**src/bdpc_pkg.sv**
```systemverilog
// types and constants of the button debounce and press classifier
`default_nettype none

package bdpc_pkg;

    localparam int TIME_W  = 32;
    localparam int CFG_W   = 16;
    localparam int COUNT_W = 8;
    localparam int CFG_IDX_W = 3;

    // configuration register indexes
    localparam logic [CFG_IDX_W-1:0] CFG_DEBOUNCE  = 3'd0;
    localparam logic [CFG_IDX_W-1:0] CFG_SHORT_MAX = 3'd1;
    localparam logic [CFG_IDX_W-1:0] CFG_HOLD1     = 3'd2;
    localparam logic [CFG_IDX_W-1:0] CFG_HOLD2     = 3'd3;
    localparam logic [CFG_IDX_W-1:0] CFG_HOLD3     = 3'd4;

    // reset values of the configuration registers
    localparam logic [CFG_W-1:0] RST_DEBOUNCE  = 16'd15;
    localparam logic [CFG_W-1:0] RST_SHORT_MAX = 16'd1000;
    localparam logic [CFG_W-1:0] RST_HOLD1     = 16'd1000;
    localparam logic [CFG_W-1:0] RST_HOLD2     = 16'd2000;
    localparam logic [CFG_W-1:0] RST_HOLD3     = 16'd3000;

    localparam logic LEVEL_RELEASED = 1'b1;

    typedef struct packed {
        logic              pin_level;
        logic [TIME_W-1:0] now_ms;
    } t_in_item;

    typedef struct packed {
        logic               stable_level_out;
        logic               press_event;
        logic               release_event;
        logic               short_press_event;
        logic               hold1_event;
        logic               hold2_event;
        logic               hold3_event;
        logic [COUNT_W-1:0] short_press_total;
    } t_out_item;

endpackage

`default_nettype wire

```
**src/button_debounce_press_classifier_top.sv**
```systemverilog
// top level of the button debounce and press classifier
`default_nettype none

// Takes one poll (raw active-low pin level plus millisecond tick) per clock and returns one
// result per poll: the debounced level, press/release/short-press events, hold window flags
// and the running short-press count. Each request passes an input register, then one pass
// of logic (two 32-bit wrapping subtracts and their compares against the configured limits)
// into the result register; a new poll can be taken every cycle while the result side keeps up.
// Configuration writes are taken at once and belong in idle periods; a stalled result side
// stalls the input.
module button_debounce_press_classifier_top (
    input  wire                             i_clk,
    input  wire                             i_rst_n,
    input  wire                             i_in_valid,
    output logic                            o_in_ready,
    input  bdpc_pkg::t_in_item              i_in_data,
    output logic                            o_out_valid,
    input  wire                             i_out_ready,
    output bdpc_pkg::t_out_item             o_out_data,
    input  wire                             i_cfg_valid,
    output logic                            o_cfg_ready,
    input  wire [bdpc_pkg::CFG_IDX_W-1:0]   i_cfg_index,
    input  wire [bdpc_pkg::CFG_W-1:0]       i_cfg_data
);
    import bdpc_pkg::*;

    // configuration
    logic [CFG_W-1:0] r_debounce;
    logic [CFG_W-1:0] r_short_max;
    logic [CFG_W-1:0] r_hold1;
    logic [CFG_W-1:0] r_hold2;
    logic [CFG_W-1:0] r_hold3;

    // pipeline
    logic      r_in_valid;
    t_in_item  r_in;
    logic      r_out_valid;
    t_out_item r_out;
    logic      advance;

    // classifier state
    logic               r_raw_seen;
    logic               r_settling;
    logic [TIME_W-1:0]  r_change_time;
    logic               r_stable;
    logic               r_holding;
    logic [TIME_W-1:0]  r_press_time;
    logic [COUNT_W-1:0] r_short_cnt;

    logic               raw_diff;
    logic               settling_pre;
    logic [TIME_W-1:0]  n_change_time;
    logic [TIME_W-1:0]  settle_age;
    logic               settle_done;
    logic               n_settling;
    logic               n_stable;
    logic               press;
    logic               release_ev;
    logic [TIME_W-1:0]  n_press_time;
    logic [TIME_W-1:0]  held;
    logic               short_ev;
    logic [COUNT_W-1:0] n_short_cnt;
    logic               hold_pre;
    logic               hold1;
    logic               hold2;
    logic               hold3;
    logic               n_holding;

    assign advance     = r_in_valid && (!r_out_valid || i_out_ready);
    assign o_in_ready  = !r_in_valid || advance;
    assign o_out_valid = r_out_valid;
    assign o_out_data  = r_out;
    assign o_cfg_ready = 1'b1;

    always_comb begin
        raw_diff      = r_in.pin_level != r_raw_seen;
        settling_pre  = raw_diff || r_settling;
        n_change_time = raw_diff ? r_in.now_ms : r_change_time;
        settle_age    = r_in.now_ms - n_change_time;
        settle_done   = settling_pre && (settle_age >= {{(TIME_W-CFG_W){1'b0}}, r_debounce});
        n_settling    = settling_pre && !settle_done;
        n_stable      = settle_done ? r_in.pin_level : r_stable;

        press         = (n_stable != r_stable) && !n_stable;
        release_ev    = (n_stable != r_stable) && n_stable;
        n_press_time  = press ? r_in.now_ms : r_press_time;
        held          = r_in.now_ms - n_press_time;

        short_ev      = release_ev && (held <= {{(TIME_W-CFG_W){1'b0}}, r_short_max});
        n_short_cnt   = r_short_cnt + {{(COUNT_W-1){1'b0}}, short_ev};

        // hold checks run after press/release handling, highest window first
        hold_pre      = press || (r_holding && !release_ev);
        hold3         = hold_pre && (held >= {{(TIME_W-CFG_W){1'b0}}, r_hold3});
        hold2         = hold_pre && !hold3 && (held >= {{(TIME_W-CFG_W){1'b0}}, r_hold2});
        hold1         = hold_pre && !hold3 && !hold2
                        && (held >= {{(TIME_W-CFG_W){1'b0}}, r_hold1});
        n_holding     = hold_pre && !hold3;
    end

    always_ff @(posedge i_clk) begin
        if (!i_rst_n) begin
            r_debounce  <= RST_DEBOUNCE;
            r_short_max <= RST_SHORT_MAX;
            r_hold1     <= RST_HOLD1;
            r_hold2     <= RST_HOLD2;
            r_hold3     <= RST_HOLD3;
        end else if (i_cfg_valid) begin
            case (i_cfg_index)
                CFG_DEBOUNCE:  r_debounce  <= i_cfg_data;
                CFG_SHORT_MAX: r_short_max <= i_cfg_data;
                CFG_HOLD1:     r_hold1     <= i_cfg_data;
                CFG_HOLD2:     r_hold2     <= i_cfg_data;
                CFG_HOLD3:     r_hold3     <= i_cfg_data;
                default: begin
                end
            endcase
        end
    end

    always_ff @(posedge i_clk) begin
        if (!i_rst_n) begin
            r_in_valid    <= 1'b0;
            r_out_valid   <= 1'b0;
            r_raw_seen    <= LEVEL_RELEASED;
            r_settling    <= 1'b0;
            r_change_time <= '0;
            r_stable      <= LEVEL_RELEASED;
            r_holding     <= 1'b0;
            r_press_time  <= '0;
            r_short_cnt   <= '0;
        end else begin
            if (o_in_ready) begin
                r_in_valid <= i_in_valid;
            end
            if (advance) begin
                r_out_valid <= 1'b1;
            end else if (i_out_ready) begin
                r_out_valid <= 1'b0;
            end
            if (advance) begin
                r_raw_seen    <= r_in.pin_level;
                r_settling    <= n_settling;
                r_change_time <= n_change_time;
                r_stable      <= n_stable;
                r_holding     <= n_holding;
                r_press_time  <= n_press_time;
                r_short_cnt   <= n_short_cnt;
            end
        end
    end

    always_ff @(posedge i_clk) begin
        if (o_in_ready && i_in_valid) begin
            r_in <= i_in_data;
        end
        if (advance) begin
            r_out.stable_level_out  <= n_stable;
            r_out.press_event       <= press;
            r_out.release_event     <= release_ev;
            r_out.short_press_event <= short_ev;
            r_out.hold1_event       <= hold1;
            r_out.hold2_event       <= hold2;
            r_out.hold3_event       <= hold3;
            r_out.short_press_total <= n_short_cnt;
        end
    end

endmodule

`default_nettype wire

```
**config.mk**
```make
export PLATFORM = sky130hd
export DESIGN_NAME = button_debounce_press_classifier_top
export DESIGN_NICKNAME = d
export VERILOG_FILES = /design/src/bdpc_pkg.sv /design/src/button_debounce_press_classifier_top.sv
export SDC_FILE = /design/constraint.sdc
export NUM_CORES = 1
export LEC_CHECK = 0
export BUFFER_PORTS_ARGS = -buffer_cell sky130_fd_sc_hd__buf_4
export CORE_ASPECT_RATIO = 0.8
export CORE_MARGIN = 2
export CORE_UTILIZATION = 67
export CTS_CLUSTER_SIZE = 28
export DETAILED_ROUTE_END_ITERATION = 8
export PLACE_DENSITY = 0.86
export REMOVE_ABC_BUFFERS = 1
export SETUP_SLACK_MARGIN = 0.05
export SYNTH_ARGS = -nofsm -noshare
export SYNTH_HDL_FRONTEND = slang
export SYNTH_SLANG_ARGS = --single-unit
export TNS_END_PERCENT = 1
```
**constraint.sdc**
```tcl
create_clock -name i_clk -period 17.75 [get_ports i_clk]
set_input_delay 3.55 -clock i_clk [delete_from_list [all_inputs] [get_ports i_clk]]
set_output_delay 3.55 -clock i_clk [all_outputs]
set_load 0.02 [all_outputs]
```
* Word-level counts from Yosys, hierarchy flattened
Cells that the tools add are included.
Word-level totals: output and inout bits 18, bits of input ports 57, logic and storage cells 74, register bits 206
Cells by class: equality and inequality tests 6, reductions and logical operators 31, mux-type cells 5, $lt $le $gt $ge 5, add/sub/neg operators 3
Operators by type and width (count):
- 32-bit by 16-bit greater-or-equal comparator with 1-bit output | 4
- 32-bit two-way mux | 2
- 32-bit subtractor | 2
- 32-bit by 16-bit <= comparator with 1-bit output | 1
- 1-bit logical AND | 13
- 2-bit AND reduction | 5
- 8-bit by 1-bit adder with 8-bit output | 1
- 1-bit zero test | 7
- 3-bit by 2-bit == test with 1-bit output (second input constant) | 2
- 1-bit logical OR | 4
- 3-bit by 1-bit == test with 1-bit output (second input constant) | 1
- 3-bit == test (second input constant) | 1
- 3-bit zero test | 1
- 1-bit two-way mux | 3
- 1-bit inequality test | 2
- 2-bit nonzero test | 1

* Logic depth before layout (Yosys ltp)
word-level depth 18, mapped depth 52, mapped depth without buffers 48

* Least setup slack after synthesis
Ideal clock, no wire load.
kind register -> register, from reg r_in[32] (netlist bit), to reg r_short_cnt[6], period minus slack after synthesis 9.555 ns, slack 8.195 ns, data arrival time 9.440 ns, path buffers 5, library setup time 0.115 ns, cell stages (with the launch flop) 50, path through edfxtp_1 -> buf_4 -> xnor2_1 -> buf_2 -> buf_1 -> o21ai_0 -> ha_1 -> inv_1 -> ha_1 -> o22ai_1 -> a211oi_2 -> nand3_2 -> a31oi_1 -> a21oi_1 -> xnor2_1 -> ha_1 -> a21oi_1 -> nand2_1 -> (+14 left out) -> and2_1 -> a21o_1 -> a21oi_1 -> o21bai_1 -> a21oi_1 -> xnor2_1 -> ha_1 -> nand4_1 -> or4_1 -> o21ai_0 -> and3_1 -> ha_1 -> ha_1 -> nand3_1 -> nor2_1 -> nand3_1 -> xnor2_1 -> and2_1
Between the ends: longest elaborated chain between the ends 13, elaborated cells on any way between the ends 16
RTL lines:
- start: declaration | RTL line button_debounce_press_classifier_top.sv:36 | t_in_item r_in;
- start signal: assignment | RTL line button_debounce_press_classifier_top.sv:155 | r_in <= i_in_data;
- 1-bit inequality test * | RTL line button_debounce_press_classifier_top.sv:76 | raw_diff = r_in.pin_level != r_raw_seen;
- 32-bit two-way mux * | RTL line button_debounce_press_classifier_top.sv:78 | n_change_time = raw_diff ? r_in.now_ms : r_change_time;
- net n_change_time[0] | RTL line button_debounce_press_classifier_top.sv:52 | logic [TIME_W-1:0] n_change_time;
- 32-bit subtractor * | RTL line button_debounce_press_classifier_top.sv:79 | settle_age = r_in.now_ms - n_change_time;
- 32-bit by 16-bit greater-or-equal comparator with 1-bit output * | RTL line button_debounce_press_classifier_top.sv:80 | settle_done = settling_pre && (settle_age >= {{(TIME_W-CFG_W){1'b0}}, r_debounce});
- 1-bit logical AND * | RTL line button_debounce_press_classifier_top.sv:80
- 1-bit two-way mux * | RTL line button_debounce_press_classifier_top.sv:82 | n_stable = settle_done ? r_in.pin_level : r_stable;
- 1-bit inequality test / 1-bit zero test (equally long branches) | RTL line button_debounce_press_classifier_top.sv:84 | press = (n_stable != r_stable) && !n_stable;
- 1-bit logical AND * | RTL line button_debounce_press_classifier_top.sv:84
- net press | RTL line button_debounce_press_classifier_top.sv:57 | logic press;
- 32-bit two-way mux * | RTL line button_debounce_press_classifier_top.sv:86 | n_press_time = press ? r_in.now_ms : r_press_time;
- 32-bit subtractor * | RTL line button_debounce_press_classifier_top.sv:87 | held = r_in.now_ms - n_press_time;
- 32-bit by 16-bit <= comparator with 1-bit output * | RTL line button_debounce_press_classifier_top.sv:89 | short_ev = release_ev && (held <= {{(TIME_W-CFG_W){1'b0}}, r_short_max});
- 1-bit logical AND * | RTL line button_debounce_press_classifier_top.sv:89
- net short_ev | RTL line button_debounce_press_classifier_top.sv:61 | logic short_ev;
- 8-bit by 1-bit adder with 8-bit output * | RTL line button_debounce_press_classifier_top.sv:90 | n_short_cnt = r_short_cnt + {{(COUNT_W-1){1'b0}}, short_ev};
- end signal: assignment | RTL line button_debounce_press_classifier_top.sv:148 | r_short_cnt <= n_short_cnt;
- end: declaration | RTL line button_debounce_press_classifier_top.sv:48 | logic [COUNT_W-1:0] r_short_cnt;
The timed path passes the listed nets; every way through them passes the cells marked *. A chain may end at the register's enable or synchronous reset.

* Worst setup path in the final report
from reg r_in[32] (netlist bit), to reg r_short_cnt[6]
Between the ends: longest elaborated chain between the ends 13, elaborated cells on any way between the ends 16
RTL lines:
- 1-bit inequality test | RTL line button_debounce_press_classifier_top.sv:76
- 32-bit two-way mux | RTL line button_debounce_press_classifier_top.sv:78
- 32-bit subtractor | RTL line button_debounce_press_classifier_top.sv:79
- 32-bit by 16-bit greater-or-equal comparator with 1-bit output | RTL line button_debounce_press_classifier_top.sv:80
- 1-bit logical AND | RTL line button_debounce_press_classifier_top.sv:80
- 1-bit two-way mux * | RTL line button_debounce_press_classifier_top.sv:82
- 1-bit inequality test / 1-bit zero test (equally long branches) | RTL line button_debounce_press_classifier_top.sv:84
- 1-bit logical AND * | RTL line button_debounce_press_classifier_top.sv:84
- 32-bit two-way mux * | RTL line button_debounce_press_classifier_top.sv:86
- net n_press_time[0] | RTL line button_debounce_press_classifier_top.sv:59 | logic [TIME_W-1:0] n_press_time;
- 32-bit subtractor * | RTL line button_debounce_press_classifier_top.sv:87
- 32-bit by 16-bit <= comparator with 1-bit output * | RTL line button_debounce_press_classifier_top.sv:89
- 1-bit logical AND * | RTL line button_debounce_press_classifier_top.sv:89
- net short_ev | RTL line button_debounce_press_classifier_top.sv:61
- 8-bit by 1-bit adder with 8-bit output * | RTL line button_debounce_press_classifier_top.sv:90
Marked as above.

==> flow_summary.json <==
{
  "maxSlewViolCount": 0,
  "nets": 1894,
  "path_common_cell": "ha_1",
  "finalSetupViolCount": 0,
  "place_ws_ps": 7240,
  "dpl-instance-area_um2": 14700,
  "max_stage_delay_ps": 640,
  "fmax_ghz": 0.0942,
  "grt_usage": 0.315,
  "cts.sinks": 206,
  "num_vias": 12408,
  "ctsResizeCount": 0,
  "drv_cap": 0,
  "routedWlPerCell_um": 18.0,
  "fin_ws_ps": 7140,
  "antenna_found_initial": 0,
  "rsz0062_at_grt": "no",
  "synth-edff-count": 48,
  "drc": 0,
  "min_period_ps": 10610,
  "holdBufCountCts": 0,
  "final_common_cell": "nand2_1",
  "coreArea_um2": 20600,
  "drtIter0Drc": 1295,
  "ys_seq_area_frac": 0.328,
  "cts_setup_buffers": 0,
  "cts.path.max_buffers": 3,
  "wl_um": 35700,
  "drtPass1Iterations": 5,
  "tightest_slew_ps": 1150,
  "required_ps": 18140,
  "path_clk_slew_ps": 70,
  "initial_core_util": 0.681,
  "clk_latency_ps": 520,
  "row_count": 47,
  "most-common-layout-cells": "323 x nand2_1, 158 x dfxtp_1, 135 x ha_1, 102 x inv_1, 91 x a21oi_1",
  "die_h_um": 134,
  "syn2layout_area_growth_pct": 9.11,
  "portBuffers": 73,
  "avgViaCountPerCell": 6.25,
  "place_congestion": 1.01,
  "fin_area_um2": 15300,
  "overflow": 0,
  "postRouteAntennaNets": 0,
  "vdd_ir_drop_max_uv": 88.8,
  "grt_max_degree": 127,
  "min_period_over_period": 0.598,
  "dpl.hpwl_um": 26700,
  "first_global_vias": 11509,
  "antenna_cells": 0,
  "hold_class": "register to register",
  "netlist_area_um2": 14100,
  "avgSynthCellArea_um2": 8.39,
  "pin_count": 75,
  "path_class": "register to register",
  "grt_pass1_wl_um": 57600,
  "die_area_um2": 22200,
  "power.density_nw_per_um2": 91.4,
  "yosysWarnings": 0,
  "cts_tree": "built",
  "htree_levels": 1,
  "critPathLaunchType": "register",
  "async_reset_ff_frac": 0,
  "synthFlopType": "dfxtp_1",
  "finalHoldViolations": 0,
  "ys_ff_latch": 206,
  "fin_tns_setup_ps": 0,
  "finClkSkew_ps": 20.1,
  "layout-drive-gt1-share": 0.0810,
  "ys_types": 80,
  "critical_path.max_fanout": 52,
  "cts_buffers": 22,
  "syn-instance-count": 1676,
  "cts_root_buf": "clkbuf_16",
  "p_leak_nw": 6.30,
  "cpMaxStageDelayCell": "edfxtp_1",
  "die_w_um": 166,
  "status": "finished, final reports clean",
  "slew_headroom": 0.232,
  "endpoint_kind": "register",
  "critPathArrivalTime_ps": 11010
}
==> flip-flops by register name (all words and copies together), names as in the netlist, 8 cells and up <==
register	cells
r_short_cnt	8
r_change_time	32
r_in	33
r_short_max	16
r_hold2	16
r_debounce	16
r_hold3	16
o_out_data	15
r_press_time	32
r_hold1	16
==> power by group <==
group	internal [mW]	total (mW)	switching [mW]
clock network	0.240	0.435	0.195
registers	0.498	0.516	0.0175
logic	0.181	0.450	0.269
total	0.919	1.40	0.482
==> stage by stage <==
step            util  power, mW  hold slack [ps]  instances
2_1_floorplan      -      0.837              433       1596
3_3_place_gp   0.710      0.950              440       1946
3_5_place_dp   0.710      0.961              444       1946
4_1_cts        0.743       1.39              452       1986
5_1_grt        0.743       1.47              469       1986
6_report       0.743       1.40              452       1986
==> worst paths after layout <==
kind / slack (ps) / cells past startpoint / from / to
setup / recovery: 7140 / 44 / r_in[32] / r_short_cnt[6]
hold / removal: 450 / 2 / r_press_time[24] / r_press_time[24]
setup reg to reg: 7140 / 44 / r_in[32] / r_short_cnt[6]
hold reg to reg: 450 / 2 / r_press_time[24] / r_press_time[24]
==> cell usage after synthesis (8+ instances only) <==
library cell / n / area share
a21boi_1: 32 / 0.017
a21o_1: 42 / 0.022
xor2_1: 18 / 0.011
and3_1: 12 / 0.0053
inv_1: 102 / 0.027
nand4_1: 23 / 0.010
nor2_1: 56 / 0.015
edfxtp_1: 48 / 0.10
xnor2_1: 43 / 0.027
o21bai_1: 8 / 0.0043
clkbuf_1: 60 / 0.016
dfxtp_1: 158 / 0.23
nor3_1: 17 / 0.0061
o21ai_0: 49 / 0.017
a21boi_0: 81 / 0.043
nand2b_1: 23 / 0.010
nor2b_1: 28 / 0.012
mux2i_1: 59 / 0.042
nand3_1: 28 / 0.010
o211ai_1: 35 / 0.019
o21a_1: 18 / 0.0096
a211oi_1: 12 / 0.0064
nand2_1: 323 / 0.086
a21oi_1: 91 / 0.032
o211a_1: 11 / 0.0078
and2_1: 15 / 0.0067
ha_1: 135 / 0.12
==> critical path: cells and delay by family, from the launching register on <==
family	cells	cell delay (ps)
flops	1	640
fa+ha+maj	7	1670
xor+xnor	4	650
simple gates	13	2780
compound gates	16	3210
buf+inv	2	820
mux	2	620
==> cell families (layout without fill, tap and decap cells) <==
kind of cell | Yosys count | after routing | share of synthesized area
other | 1 | 1 | 0.000267
DFF | 206 | 206 | 0.328
adders and majority gates | 138 | 138 | 0.123
AOI/OAI and AO/OA | 462 | 462 | 0.229
and+or+nand+nor | 561 | 561 | 0.182
xor gates and xnor gates | 62 | 62 | 0.0392
buffers and inverters | 182 | 223 | 0.0531
muxes | 64 | 64 | 0.0460
==> layer usage <==
layer,vias up,GRT usage,share of wire
met3,77,0.0499,0.086
li1,6000,-,-
met4,0,0.0865,0.025
met5,-,0,0
met1,5821,0.460,0.47
met2,510,0.487,0.42
==> cell type report <==
type / count / area, um^2
Clock buffer: 28 / 594
Timing Repair Buffer: 81 / 608
Fill cell: 1558 / 5300
Sequential cell: 206 / 4600
Tap cell: 269 / 337
Inverter: 102 / 383
Clock inverter: 12 / 80.1
Multi-Input combinational cell: 1288 / 8730
(Power assumes the default switching activity.)
